### src/design/mse_pkg.sv
`timescale 1ns / 1ps
`default_nettype none

package mse_pkg;

  localparam int XLEN   = 32;
  localparam int RIDX_W = 5;
  localparam int NREGS  = 32;

  // decoded-instruction queue
  localparam int QDEPTH = 4;
  localparam int QPTR_W = 2;
  localparam int QCNT_W = 3;

  // primary opcodes
  localparam logic [5:0] OPC_RTYPE = 6'd0;
  localparam logic [5:0] OPC_ADDI  = 6'd8;
  localparam logic [5:0] OPC_ADDIU = 6'd9;
  localparam logic [5:0] OPC_ANDI  = 6'd12;
  localparam logic [5:0] OPC_ORI   = 6'd13;
  localparam logic [5:0] OPC_LUI   = 6'd15;

  // R-type funct codes
  localparam logic [5:0] FN_SLL = 6'd0;
  localparam logic [5:0] FN_SRL = 6'd2;
  localparam logic [5:0] FN_SRA = 6'd3;
  localparam logic [5:0] FN_ADD = 6'd32;
  localparam logic [5:0] FN_SUB = 6'd34;
  localparam logic [5:0] FN_AND = 6'd36;
  localparam logic [5:0] FN_OR  = 6'd37;
  localparam logic [5:0] FN_NOR = 6'd39;

  typedef enum logic [3:0] {
    ALU_ADD,
    ALU_SUB,
    ALU_AND,
    ALU_OR,
    ALU_NOR,
    ALU_SLL,
    ALU_SRL,
    ALU_SRA,
    ALU_PASSB,
    ALU_BAD
  } alu_op_t;

  typedef struct packed {
    alu_op_t           op;
    logic [RIDX_W-1:0] rs;
    logic [RIDX_W-1:0] rt;
    logic [RIDX_W-1:0] dest;
    logic [RIDX_W-1:0] shamt;
    logic              use_imm;
    logic [XLEN-1:0]   imm;
  } dec_t;

  typedef struct packed {
    logic              unsupported;
    logic [XLEN-1:0]   value;
    logic [RIDX_W-1:0] dest;
    logic              wrote;
  } res_t;

endpackage

`default_nettype wire

### src/design/mse_decode.sv
`timescale 1ns / 1ps
`default_nettype none

module mse_decode
  import mse_pkg::*;
(
  input  wire logic [XLEN-1:0] instr_i,
  output dec_t                 dec_o
);

  logic [5:0] opc;
  logic [5:0] fn;

  assign opc = instr_i[31:26];
  assign fn  = instr_i[5:0];

  always_comb begin
    dec_o.rs      = instr_i[25:21];
    dec_o.rt      = instr_i[20:16];
    dec_o.shamt   = instr_i[10:6];
    dec_o.dest    = instr_i[20:16];
    dec_o.use_imm = 1'b1;
    dec_o.imm     = {{16{instr_i[15]}}, instr_i[15:0]};
    dec_o.op      = ALU_BAD;
    unique case (opc)
      OPC_RTYPE: begin
        dec_o.dest    = instr_i[15:11];
        dec_o.use_imm = 1'b0;
        unique case (fn)
          FN_ADD:  dec_o.op = ALU_ADD;
          FN_SUB:  dec_o.op = ALU_SUB;
          FN_AND:  dec_o.op = ALU_AND;
          FN_OR:   dec_o.op = ALU_OR;
          FN_NOR:  dec_o.op = ALU_NOR;
          FN_SLL:  dec_o.op = ALU_SLL;
          FN_SRL:  dec_o.op = ALU_SRL;
          FN_SRA:  dec_o.op = ALU_SRA;
          default: dec_o.op = ALU_BAD;
        endcase
      end
      OPC_ADDI, OPC_ADDIU: begin
        dec_o.op = ALU_ADD;
      end
      OPC_ANDI: begin
        dec_o.op  = ALU_AND;
        dec_o.imm = {16'b0, instr_i[15:0]};
      end
      OPC_ORI: begin
        dec_o.op  = ALU_OR;
        dec_o.imm = {16'b0, instr_i[15:0]};
      end
      OPC_LUI: begin
        dec_o.op  = ALU_PASSB;
        dec_o.imm = {instr_i[15:0], 16'b0};
      end
      default: dec_o.op = ALU_BAD;
    endcase
  end

endmodule

`default_nettype wire

### src/design/mse_queue.sv
`timescale 1ns / 1ps
`default_nettype none

module mse_queue
  import mse_pkg::*;
(
  input  wire logic clk,
  input  wire logic rst_n,
  input  wire logic push_i,
  input  dec_t      push_data_i,
  output logic      full_o,
  input  wire logic pop_i,
  output logic      nonempty_o,
  output dec_t      head_o
);

  dec_t              q_r [QDEPTH];
  logic [QPTR_W-1:0] wr_ptr_r, wr_ptr_nxt;
  logic [QPTR_W-1:0] rd_ptr_r, rd_ptr_nxt;
  logic [QCNT_W-1:0] cnt_r, cnt_nxt;

  assign full_o     = (cnt_r == QCNT_W'(QDEPTH));
  assign nonempty_o = (cnt_r != '0);
  assign head_o     = q_r[rd_ptr_r];

  always_comb begin
    wr_ptr_nxt = push_i ? wr_ptr_r + 1'b1 : wr_ptr_r;
    rd_ptr_nxt = pop_i  ? rd_ptr_r + 1'b1 : rd_ptr_r;
    cnt_nxt    = cnt_r;
    if (push_i && !pop_i) begin
      cnt_nxt = cnt_r + 1'b1;
    end else if (pop_i && !push_i) begin
      cnt_nxt = cnt_r - 1'b1;
    end
  end

  always_ff @(posedge clk) begin
    if (!rst_n) begin
      wr_ptr_r <= '0;
      rd_ptr_r <= '0;
      cnt_r    <= '0;
    end else begin
      wr_ptr_r <= wr_ptr_nxt;
      rd_ptr_r <= rd_ptr_nxt;
      cnt_r    <= cnt_nxt;
    end
  end

  always_ff @(posedge clk) begin
    if (push_i) begin
      q_r[wr_ptr_r] <= push_data_i;
    end
  end

endmodule

`default_nettype wire

### src/design/mse_exec.sv
`timescale 1ns / 1ps
`default_nettype none

module mse_exec
  import mse_pkg::*;
(
  input  wire logic clk,
  input  wire logic rst_n,
  input  wire logic q_nonempty_i,
  input  dec_t      q_head_i,
  output logic      q_pop_o,
  output logic      out_valid_o,
  input  wire logic out_ready_i,
  output res_t      out_res_o
);

  // register file, entry 0 never written so its valid bit stays low
  logic [XLEN-1:0]  rf_r [NREGS];
  logic [NREGS-1:0] rf_vld_r;

  logic            ex_valid_r;
  dec_t            ex_dec_r;
  logic [XLEN-1:0] opa_r;
  logic [XLEN-1:0] opb_r;

  logic            out_valid_r;
  res_t            out_res_r;

  logic            ex_adv;
  logic            issue;
  logic [XLEN-1:0] b_val;
  logic [XLEN-1:0] alu_y;
  res_t            res_nxt;
  logic            wr_en;

  assign ex_adv  = ex_valid_r && (!out_valid_r || out_ready_i);
  assign issue   = q_nonempty_i && (!ex_valid_r || ex_adv);
  assign q_pop_o = issue;

  assign b_val = ex_dec_r.use_imm ? ex_dec_r.imm : opb_r;

  always_comb begin
    unique case (ex_dec_r.op)
      ALU_ADD:   alu_y = opa_r + b_val;
      ALU_SUB:   alu_y = opa_r - b_val;
      ALU_AND:   alu_y = opa_r & b_val;
      ALU_OR:    alu_y = opa_r | b_val;
      ALU_NOR:   alu_y = ~(opa_r | b_val);
      ALU_SLL:   alu_y = b_val << ex_dec_r.shamt;
      ALU_SRL:   alu_y = b_val >> ex_dec_r.shamt;
      ALU_SRA:   alu_y = $unsigned($signed(b_val) >>> ex_dec_r.shamt);
      ALU_PASSB: alu_y = b_val;
      default:   alu_y = '0;
    endcase
  end

  always_comb begin
    res_nxt = '0;
    if (ex_dec_r.op == ALU_BAD) begin
      res_nxt.unsupported = 1'b1;
    end else if (ex_dec_r.dest != '0) begin
      res_nxt.wrote = 1'b1;
      res_nxt.dest  = ex_dec_r.dest;
      res_nxt.value = alu_y;
    end
  end

  assign wr_en = ex_adv && res_nxt.wrote;

  // write-back happens on the same edge the next item reads, hence the bypass
  always_ff @(posedge clk) begin
    if (wr_en) begin
      rf_r[ex_dec_r.dest] <= alu_y;
    end
    if (issue) begin
      ex_dec_r <= q_head_i;
      if (wr_en && ex_dec_r.dest == q_head_i.rs) begin
        opa_r <= alu_y;
      end else if (!rf_vld_r[q_head_i.rs]) begin
        opa_r <= '0;
      end else begin
        opa_r <= rf_r[q_head_i.rs];
      end
      if (wr_en && ex_dec_r.dest == q_head_i.rt) begin
        opb_r <= alu_y;
      end else if (!rf_vld_r[q_head_i.rt]) begin
        opb_r <= '0;
      end else begin
        opb_r <= rf_r[q_head_i.rt];
      end
    end
    if (ex_adv) begin
      out_res_r <= res_nxt;
    end
  end

  always_ff @(posedge clk) begin
    if (!rst_n) begin
      rf_vld_r    <= '0;
      ex_valid_r  <= 1'b0;
      out_valid_r <= 1'b0;
    end else begin
      if (wr_en) begin
        rf_vld_r[ex_dec_r.dest] <= 1'b1;
      end
      if (issue) begin
        ex_valid_r <= 1'b1;
      end else if (ex_adv) begin
        ex_valid_r <= 1'b0;
      end
      if (ex_adv) begin
        out_valid_r <= 1'b1;
      end else if (out_ready_i) begin
        out_valid_r <= 1'b0;
      end
    end
  end

  assign out_valid_o = out_valid_r;
  assign out_res_o   = out_res_r;

endmodule

`default_nettype wire

### src/design/mips_subset_execute.sv
`timescale 1ns / 1ps
`default_nettype none

// Executes one 32-bit MIPS instruction word per request (R-type add, sub, and, or,
// nor, sll, srl, sra; I-type addi, addiu, andi, ori, lui) against a 32 x 32 register
// file with r0 hard-wired to zero, and returns one result per request: wrote, the
// destination register, the value written, and an unsupported flag (set for any
// other opcode or funct, nothing written). Arithmetic wraps, no overflow trap.
// Throughput is one instruction per clock unless out_tready holds the output. The
// request is decoded and enqueued into a 4-entry queue at acceptance, the register
// file is read as the instruction moves from the queue into the execute stage, and
// the execute stage then loads the output register.
// Write-back to an instruction read on the same edge is forwarded, so dependent
// instructions run back to back. Reset clears the register file valid bits at once;
// no clearing pass is needed.
module mips_subset_execute
  import mse_pkg::*;
(
  input  wire logic        clk,
  input  wire logic        rst_n,
  input  wire logic        in_tvalid,
  output logic             in_tready,
  input  wire logic [31:0] in_tdata,   // [31:0] instr_word
  output logic             out_tvalid,
  input  wire logic        out_tready,
  output logic [39:0]      out_tdata,  // [4:0] dest_reg, [36:5] write_value, zero pad
  output logic [1:0]       out_tuser   // [0] wrote, [1] unsupported
);

  dec_t dec;
  dec_t q_head;
  logic q_full;
  logic q_nonempty;
  logic q_pop;
  logic push;
  res_t res;

  assign in_tready = !q_full;
  assign push      = in_tvalid && !q_full;

  mse_decode u_decode (
    .instr_i (in_tdata),
    .dec_o   (dec)
  );

  mse_queue u_queue (
    .clk         (clk),
    .rst_n       (rst_n),
    .push_i      (push),
    .push_data_i (dec),
    .full_o      (q_full),
    .pop_i       (q_pop),
    .nonempty_o  (q_nonempty),
    .head_o      (q_head)
  );

  mse_exec u_exec (
    .clk          (clk),
    .rst_n        (rst_n),
    .q_nonempty_i (q_nonempty),
    .q_head_i     (q_head),
    .q_pop_o      (q_pop),
    .out_valid_o  (out_tvalid),
    .out_ready_i  (out_tready),
    .out_res_o    (res)
  );

  assign out_tdata = {3'b0, res.value, res.dest};
  assign out_tuser = {res.unsupported, res.wrote};

endmodule

`default_nettype wire

### config.mk
export PLATFORM = sky130hd
export DESIGN_NAME = mips_subset_execute
export DESIGN_NICKNAME = d
export VERILOG_FILES = /design/src/design/mse_pkg.sv /design/src/design/mse_decode.sv /design/src/design/mse_queue.sv /design/src/design/mse_exec.sv /design/src/design/mips_subset_execute.sv
export SDC_FILE = /design/constraint.sdc
export NUM_CORES = 2
export LEC_CHECK = 0
export BUFFER_PORTS_ARGS = -buffer_cell sky130_fd_sc_hd__buf_2
export CORE_MARGIN = 1
export CORE_UTILIZATION = 42
export DETAILED_ROUTE_END_ITERATION = 8
export PLACE_DENSITY = 0.63
export SYNTH_ARGS = -nofsm -noshare
export SYNTH_HDL_FRONTEND = slang
export SYNTH_SLANG_ARGS = --single-unit
### constraint.sdc
create_clock -name clk -period 8.25 [get_ports clk]
set_input_delay 1.2375 -clock clk [delete_from_list [all_inputs] [get_ports clk]]
set_output_delay 1.2375 -clock clk [all_outputs]
set_load 0.02 [all_outputs]
**Word-level counts from Yosys, hierarchy flattened**

Memory sizes are Yosys's and may differ from the RTL's. A register that Yosys moved wholly into a read port is not among the register bits.
Cells that the tools add are included.

- Register bits: 191
- Memory bits (writable): 1252
- Bits of input ports: 36
- Output and inout bits: 44
- Logic and storage cells: 120
- Memories kept: 2

Memory list:

| memory | words | bits a word | read ports | clocked after memory_dff | write ports | line | source |
|---|---|---|---|---|---|---|---|
| u_exec.rf_r | 32 | 32 | 2 | 0 | 1 | mse_exec.sv:18 | `logic [XLEN-1:0] rf_r [NREGS];` |
| u_queue.q_r | 4 | 57 | 1 | 1 | 1 | mse_queue.sv:17 | `dec_t q_r [QDEPTH];` |

- $add $sub $neg: 6
- Order comparisons: 4
- Equal/unequal tests: 24
- Shift operators: 3
- Multiplexer cells: 32
- Bitwise gates (word level): 5
- Reduce and logical (&&, ||, !) cells: 27

Operators with widths:

| operator | count |
|---|---|
| $pmux 32 s9 | 1 |
| $mux 32 | 5 |
| $or 32x32->32 | 2 |
| $pmux 32 s2 | 1 |
| $add 32x32->32 | 1 |
| $and 32x32->32 | 1 |
| $not 32->32 | 1 |
| $pmux 4 s8 | 1 |
| $shl 32x5->32 | 1 |
| $shr 32x5->32 | 1 |
| $sshr 32x5->32 | 1 |
| $sub 32x32->32 | 1 |
| $eq 6x4->1 const B | 5 |
| $eq 6x6->1 const B | 5 |
| $pmux 4 s5 | 1 |
| $lt 5x6->1 const B | 3 |
| $eq 4x3->1 const B | 4 |
| $mux 1 | 15 |
| $eq 6x2->1 const B | 2 |
| $logic_not 6->1 | 2 |
| $bmux 1 s5 | 2 |
| $eq 5x5->1 | 2 |
| $logic_and 1x1->1 | 9 |
| $eq 4x2->1 const B | 2 |
| other kinds (19) | 32 |

**Logic depth before layout (Yosys ltp)**

- Word-level depth: 8
- Depth in mapped cells: 23
- Depth with buffers taken out: 20

**Hierarchy**

Synthesis repeated with hierarchy kept, for this count alone.

- Cell total of the unflattened synthesis: 4095
- Area total of the unflattened synthesis: 72179.2 um^2

By module, submodules not included:

| module | times used | cells each | area each (um^2) | seq. area each (um^2) |
|---|---|---|---|---|
| mse_exec | 1 | 3655 | 62812.7 | 35934.5 |
| mse_queue | 1 | 340 | 8664.6 | 7026.7 |
| mse_decode | 1 | 94 | 665.6 | 0.0 |
| mips_subset_execute | 1 | 6 | 36.3 | 0.0 |

**Least setup slack after synthesis**

Ideal clock, no wire load.

- Path type: input to register
- Start point: in out_tready
- End point: reg u_queue.cnt_r[2]
- Library setup time: 0.076 ns
- Data arrival time: 8.224 ns
- Required time: 8.174 ns
- Path slack: -0.049 ns
- Cell stages on the path: 9
- Path buffers: 0
- Cell sequence: nor2b_1 a21oi_1 inv_1 ha_1 inv_1 fa_1 xor2_1 or3_1 a21boi_0

- Word-level cells in the longest chain between the ends: 7
- Elaborated cells between the ends (all ways): 9
- Classes of those cells: mux: 1; reduce/logical: 8

Ends and longest elaborated chain:

| item | line | source |
|---|---|---|
| start: declaration | mips_subset_execute.sv:25 | `input wire logic out_tready,` |
| $logic_or 1x1->1 (*) | mse_exec.sv:36 | `assign ex_adv = ex_valid_r && (!out_valid_r \|\| out_ready_i);` |
| $logic_and 1x1->1 (*) | mse_exec.sv:36 |  |
| $logic_or 1x1->1 (*) | mse_exec.sv:37 | `assign issue = q_nonempty_i && (!ex_valid_r \|\| ex_adv);` |
| $logic_and 1x1->1 (*) | mse_exec.sv:37 |  |
| net q_pop | mips_subset_execute.sv:34 | `logic q_pop;` |
| $logic_not 1->1 | mse_queue.sv:30 | `if (push_i && !pop_i) begin` |
| $logic_and 1x1->1 | mse_queue.sv:30 |  |
| $mux 3 / $reduce_bool 2->1 (equally long branches) | -- |  |
| end signal: assignment | mse_queue.sv:45 | `cnt_r <= cnt_nxt;` |
| end: declaration | mse_queue.sv:20 | `logic [QCNT_W-1:0] cnt_r, cnt_nxt;` |

The timed path passes the listed nets; every way through them passes the cells marked *.
A chain may end at the register's enable or synchronous reset.

**Worst setup path after layout**

- Start point: reg u_exec.ex_dec_r[32] (netlist name)
- End point: mem u_exec.rf_r[19][26] (data pin)

- Word-level cells in the longest chain between the ends: 4
- Elaborated cells between the ends (all ways): 10
- Classes of those cells: add/sub: 2; shift: 3; mux: 2; bitwise: 3

Ends and longest elaborated chain:

| item | line | source |
|---|---|---|
| start: declaration | mse_exec.sv:22 | `dec_t ex_dec_r;` |
| start signal: assignment | mse_exec.sv:76 | `ex_dec_r <= q_head_i;` |
| $mux 32 (*) | mse_exec.sv:40 | `assign b_val = ex_dec_r.use_imm ? ex_dec_r.imm : opb_r;` |
| parallel branches: the longest is 2 deep, another holds $sub 32x32->32 | -- |  |
| $pmux 32 s9 (*) | mse_exec.sv:43 | `unique case (ex_dec_r.op)` |
| net u_exec.alu_y[26] | mse_exec.sv:32 | `logic [XLEN-1:0] alu_y;` |
| end: declaration | mse_exec.sv:18 |  |

Mark *: on every way through the listed nets, which the timed path passes.

==> metrics.txt <==
run status=finished, final reports clean; post-DP HPWL=about 150000 um; R2R Path End=u_exec.rf_r[19][26]; Seq cells post-synth=1445; core area=0.1715 mm^2; cell area after layout=roughly 0.081 mm^2; worst slew margin relative to its limit=0.08273; main combinational cell family by area after synthesis=multiplexers; post-synthesis adder-cell area fraction=0.01114; H-tree depth reported by CTS=4; post-route minimum period=around 7.0 ns; startpoint types=flip-flop; power per cell area=455.2 mW/mm^2; synth warn=0; input/output buffers=76; crit-path cells=mux2i_1, ha_1, o21ai_0, or2_2, nor3_2, nand2b_1, nor2_1, nor2_1, xnor2_1, ha_1, o21ai_0, nor2_1, o311ai_0, a31oi_1, a41oi_2, o31ai_1, a211oi_1, inv_1; WP data required=about 8.6 ns; total clock sinks=1445; Hold Fails Final Rpt=0; worst hold endpoint=u_exec.rf_vld_r[0]; MaxCap Viol Count=0; CTS buffer count=154; CP Capture Type=flip-flop; vias per cell=6.555; Die Ht=417.6 um; Post-synth top flop=edfxtp_1; Hold Crit Class=reg2reg; hold path cells=1; critical-path maximum fanout=32; Clk Latency, worst-skew pair=0.87 ns; Pre-Repair DR Iteration Count=6; worst r2r path cells=18; final setup TNS=0 ns; Post-synth EDFFs=approximately 1400; RD Place Congestion=1.030; I/O Pins=80; Critical-path top delay cell=a211oi_1; RR Startpoint=u_exec.ex_dec_r[32]; Post-CTS Hold Buffers=0; most frequent cell on the critical path=nor2_1; first-pass GRT wire length=between 300000 and 400000 um; chip width=417.6 um; initial DRC count=between 7000 and 8000; Post-synth ARST share=0; XOR/XNOR Fraction of Synth Area=0.008693; Fmax achieved=142.6 MHz; Worst VDD drop=316.9 uV; vias after detailed routing=47803; Setup Buffers After CTS=0; hold_sp=u_exec.rf_vld_r[0]; Placed Cells=roughly 7000; Root Driver=clkbuf_16; Syn Std Cell Area=0.07254 mm^2; filler cell count in the final layout=14776; Worst Setup Path Type=reg2reg; Final period util=0.8498; vias in the first global route=~47000; synth unique cells=91; RSZ-0062 raised after global routing=false; Compound-Gate Fraction of Synth Area=0.06875; gr ovfl total=0; Avg WL per Cell=34.49 um; Worst Tran Pin Value=1.365 ns; Max stage delay on crit path=0.85 ns; largest net degree at the start of global routing=140; worst reg2reg setup slack=1.24 ns; layout cells sized above 1=0.2381; Final Max Slew Viols=0; Final nets=between 4000 and 5000; Max Root-Sink Buffers=3; Mean Syn Cell Area=15.07 um^2; mux contribution to synthesized area=0.2186; leak pwr=26.56 nW; Final Non-Filler Cells=7293; Initial Util=0.4229; simple-gate portion of the synthesized area=0.07311; pre-CTS setup slack=1.511 ns; Worst-path clk slew=0.06 ns; antenna viol nets, final=0; Mapped Cells=4815; sequential share of the synthesized area=0.5922; total track usage=0.2853; Clock Skew=roughly 0.075 ns; Area after DPL=between 0.07 and 0.08 mm^2; CTS tree=built; drt total wl=251500 um; CP arrival=7.35 ns; CTS resizes=0; # rows=152; DRC viols=0; Area growth, synth to finish=11.36%; initial antenna violation count=11; Util after Layout=0.4709; die area=0.1744 mm^2; setup ws final=1.239 ns; setup violators final=0
layout make-up:
type                            instances  area (um^2)  share of cell area
Timing Repair Buffer                  219         1667             0.02063
Clock buffer                          191         4056             0.05021
Sequential cell                      1445        42970              0.5319
Multi-Input combinational cell       2982        28100              0.3479
Clock inverter                         86        880.8             0.01090
Inverter                               58        217.7            0.002695
Antenna cell                            2        5.005          0.00006195
Tap cell                             2310         2890             0.03578
worst max-delay path, delay by kind of cell (launching register included):
kind / cells / cell delay, ns
adders and majority gates: 2 / 0.61
xor gates and xnor gates: 1 / 0.15
AOI/OAI and AO/OA: 7 / 2.55
DFF: 1 / 0.74
buffers and inverters: 1 / 0.72
and+or+nand+nor: 6 / 1.13
muxes: 1 / 0.61
synthesized netlist by cell type (43+ instances only):
master / count / share of area
a21oi_1: 352 / 0.024
and2_1: 43 / 0.0037
buf_1: 46 / 0.0024
buf_2: 113 / 0.0078
clkbuf_1: 161 / 0.0083
dfxtp_1: 43 / 0.012
edfxtp_1: 1402 / 0.58
inv_1: 54 / 0.0028
mux2_2: 55 / 0.0085
mux2i_1: 109 / 0.015
mux4_2: 609 / 0.19
nand2_1: 666 / 0.034
nor2_1: 209 / 0.011
nor3_1: 56 / 0.0039
nor4_1: 71 / 0.0061
o21ai_0: 106 / 0.0073
o22ai_1: 77 / 0.0066
xnor2_1: 47 / 0.0057
state kept, by name (all words and copies together), names as in the netlist, named ones only:
| signal | cells |
|---|---|
| u_exec.ex_dec_r | 47 |
| u_exec.rf_vld_r | 32 |
| u_queue.wr_ptr_r | 2 |
| u_queue.cnt_r | 3 |
| u_exec.ex_valid_r | 1 |
| u_exec.opb_r | 32 |
| u_exec.out_valid_o | 1 |
| u_queue.q_r | 228 |
| u_exec.opa_r | 32 |
| u_queue.rd_ptr_r | 2 |
| u_exec.out_res_o | 39 |
| u_exec.rf_r | 1024 |
placed cells by master (no fill, tap or decap), types with 25 or more instances in the layout:
cell type  count
nor3_1        55
xnor2_1       47
conb_1        35
inv_1         54
buf_2         76
dfxtp_1       41
nor2_4        31
ha_1          39
nor4_1        71
nand3_1       38
clkbuf_1      34
nor2_1       177
buf_4        126
a21o_1        33
maj3_1        28
o21ai_0      102
xor2_1        25
and2_1        43
a21oi_1      351
nand2_1      664
mux2i_1      107
edfxtp_1    1402
mux2_2        54
o21a_1        38
clkbuf_16    157
a211oi_1      34
clkinv_1      29
o22ai_1       77
mux4_2       606
logic make-up after synthesis:
kind of cell / after synthesis
xor gates and xnor gates: 72
AOI/OAI and AO/OA: 811
other: 1
and+or+nand+nor: 1204
buffers and inverters: 422
DFF: 1445
adders and majority gates: 69
muxes: 791
how the worst max path moves through the flow:
stage,slack [ns],endpoint,start,cells after the start
after global placement,1.54,u_exec.rf_r[0][26],u_exec.ex_dec_r[32],18
after CTS,1.46,u_exec.rf_r[5][26],u_exec.ex_dec_r[32],18
after detailed placement,1.51,u_exec.rf_r[6][26],u_exec.ex_dec_r[32],18
after floorplan,2.54,u_exec.opa_r[23],u_exec.ex_dec_r[32],22
after global routing,0.79,u_exec.rf_r[3][26],u_exec.ex_dec_r[32],18
final,1.24,u_exec.rf_r[19][26],u_exec.ex_dec_r[32],18
through the flow:
stage	power (W)	hold WS (ns)
4_1_cts	0.03654	0.4747
5_1_grt	0.03807	0.4979
6_report	0.03678	0.4784
3_5_place_dp	0.02966	0.4621
3_3_place_gp	0.02961	0.4541
2_1_floorplan	0.02322	0.4363
power breakdown:
group / switching [W] / leakage (nW) / internal, W
registers: 0.000935 / 13.3 / 0.0110
clock network: 0.00299 / 2.40 / 0.00389
logic: 0.0118 / 10.8 / 0.00622
total: 0.0157 / 26.6 / 0.0211
metal layers:
layer,vias up,routed length (um),global-route usage
met1,24818,95390,0.3812
met5,-,34,0
li1,19362,-,-
met4,6,14060,0.1424
met2,2986,115900,0.4425
met3,631,26160,0.06105
No activity file was read; power rests on OpenSTA's default activity.
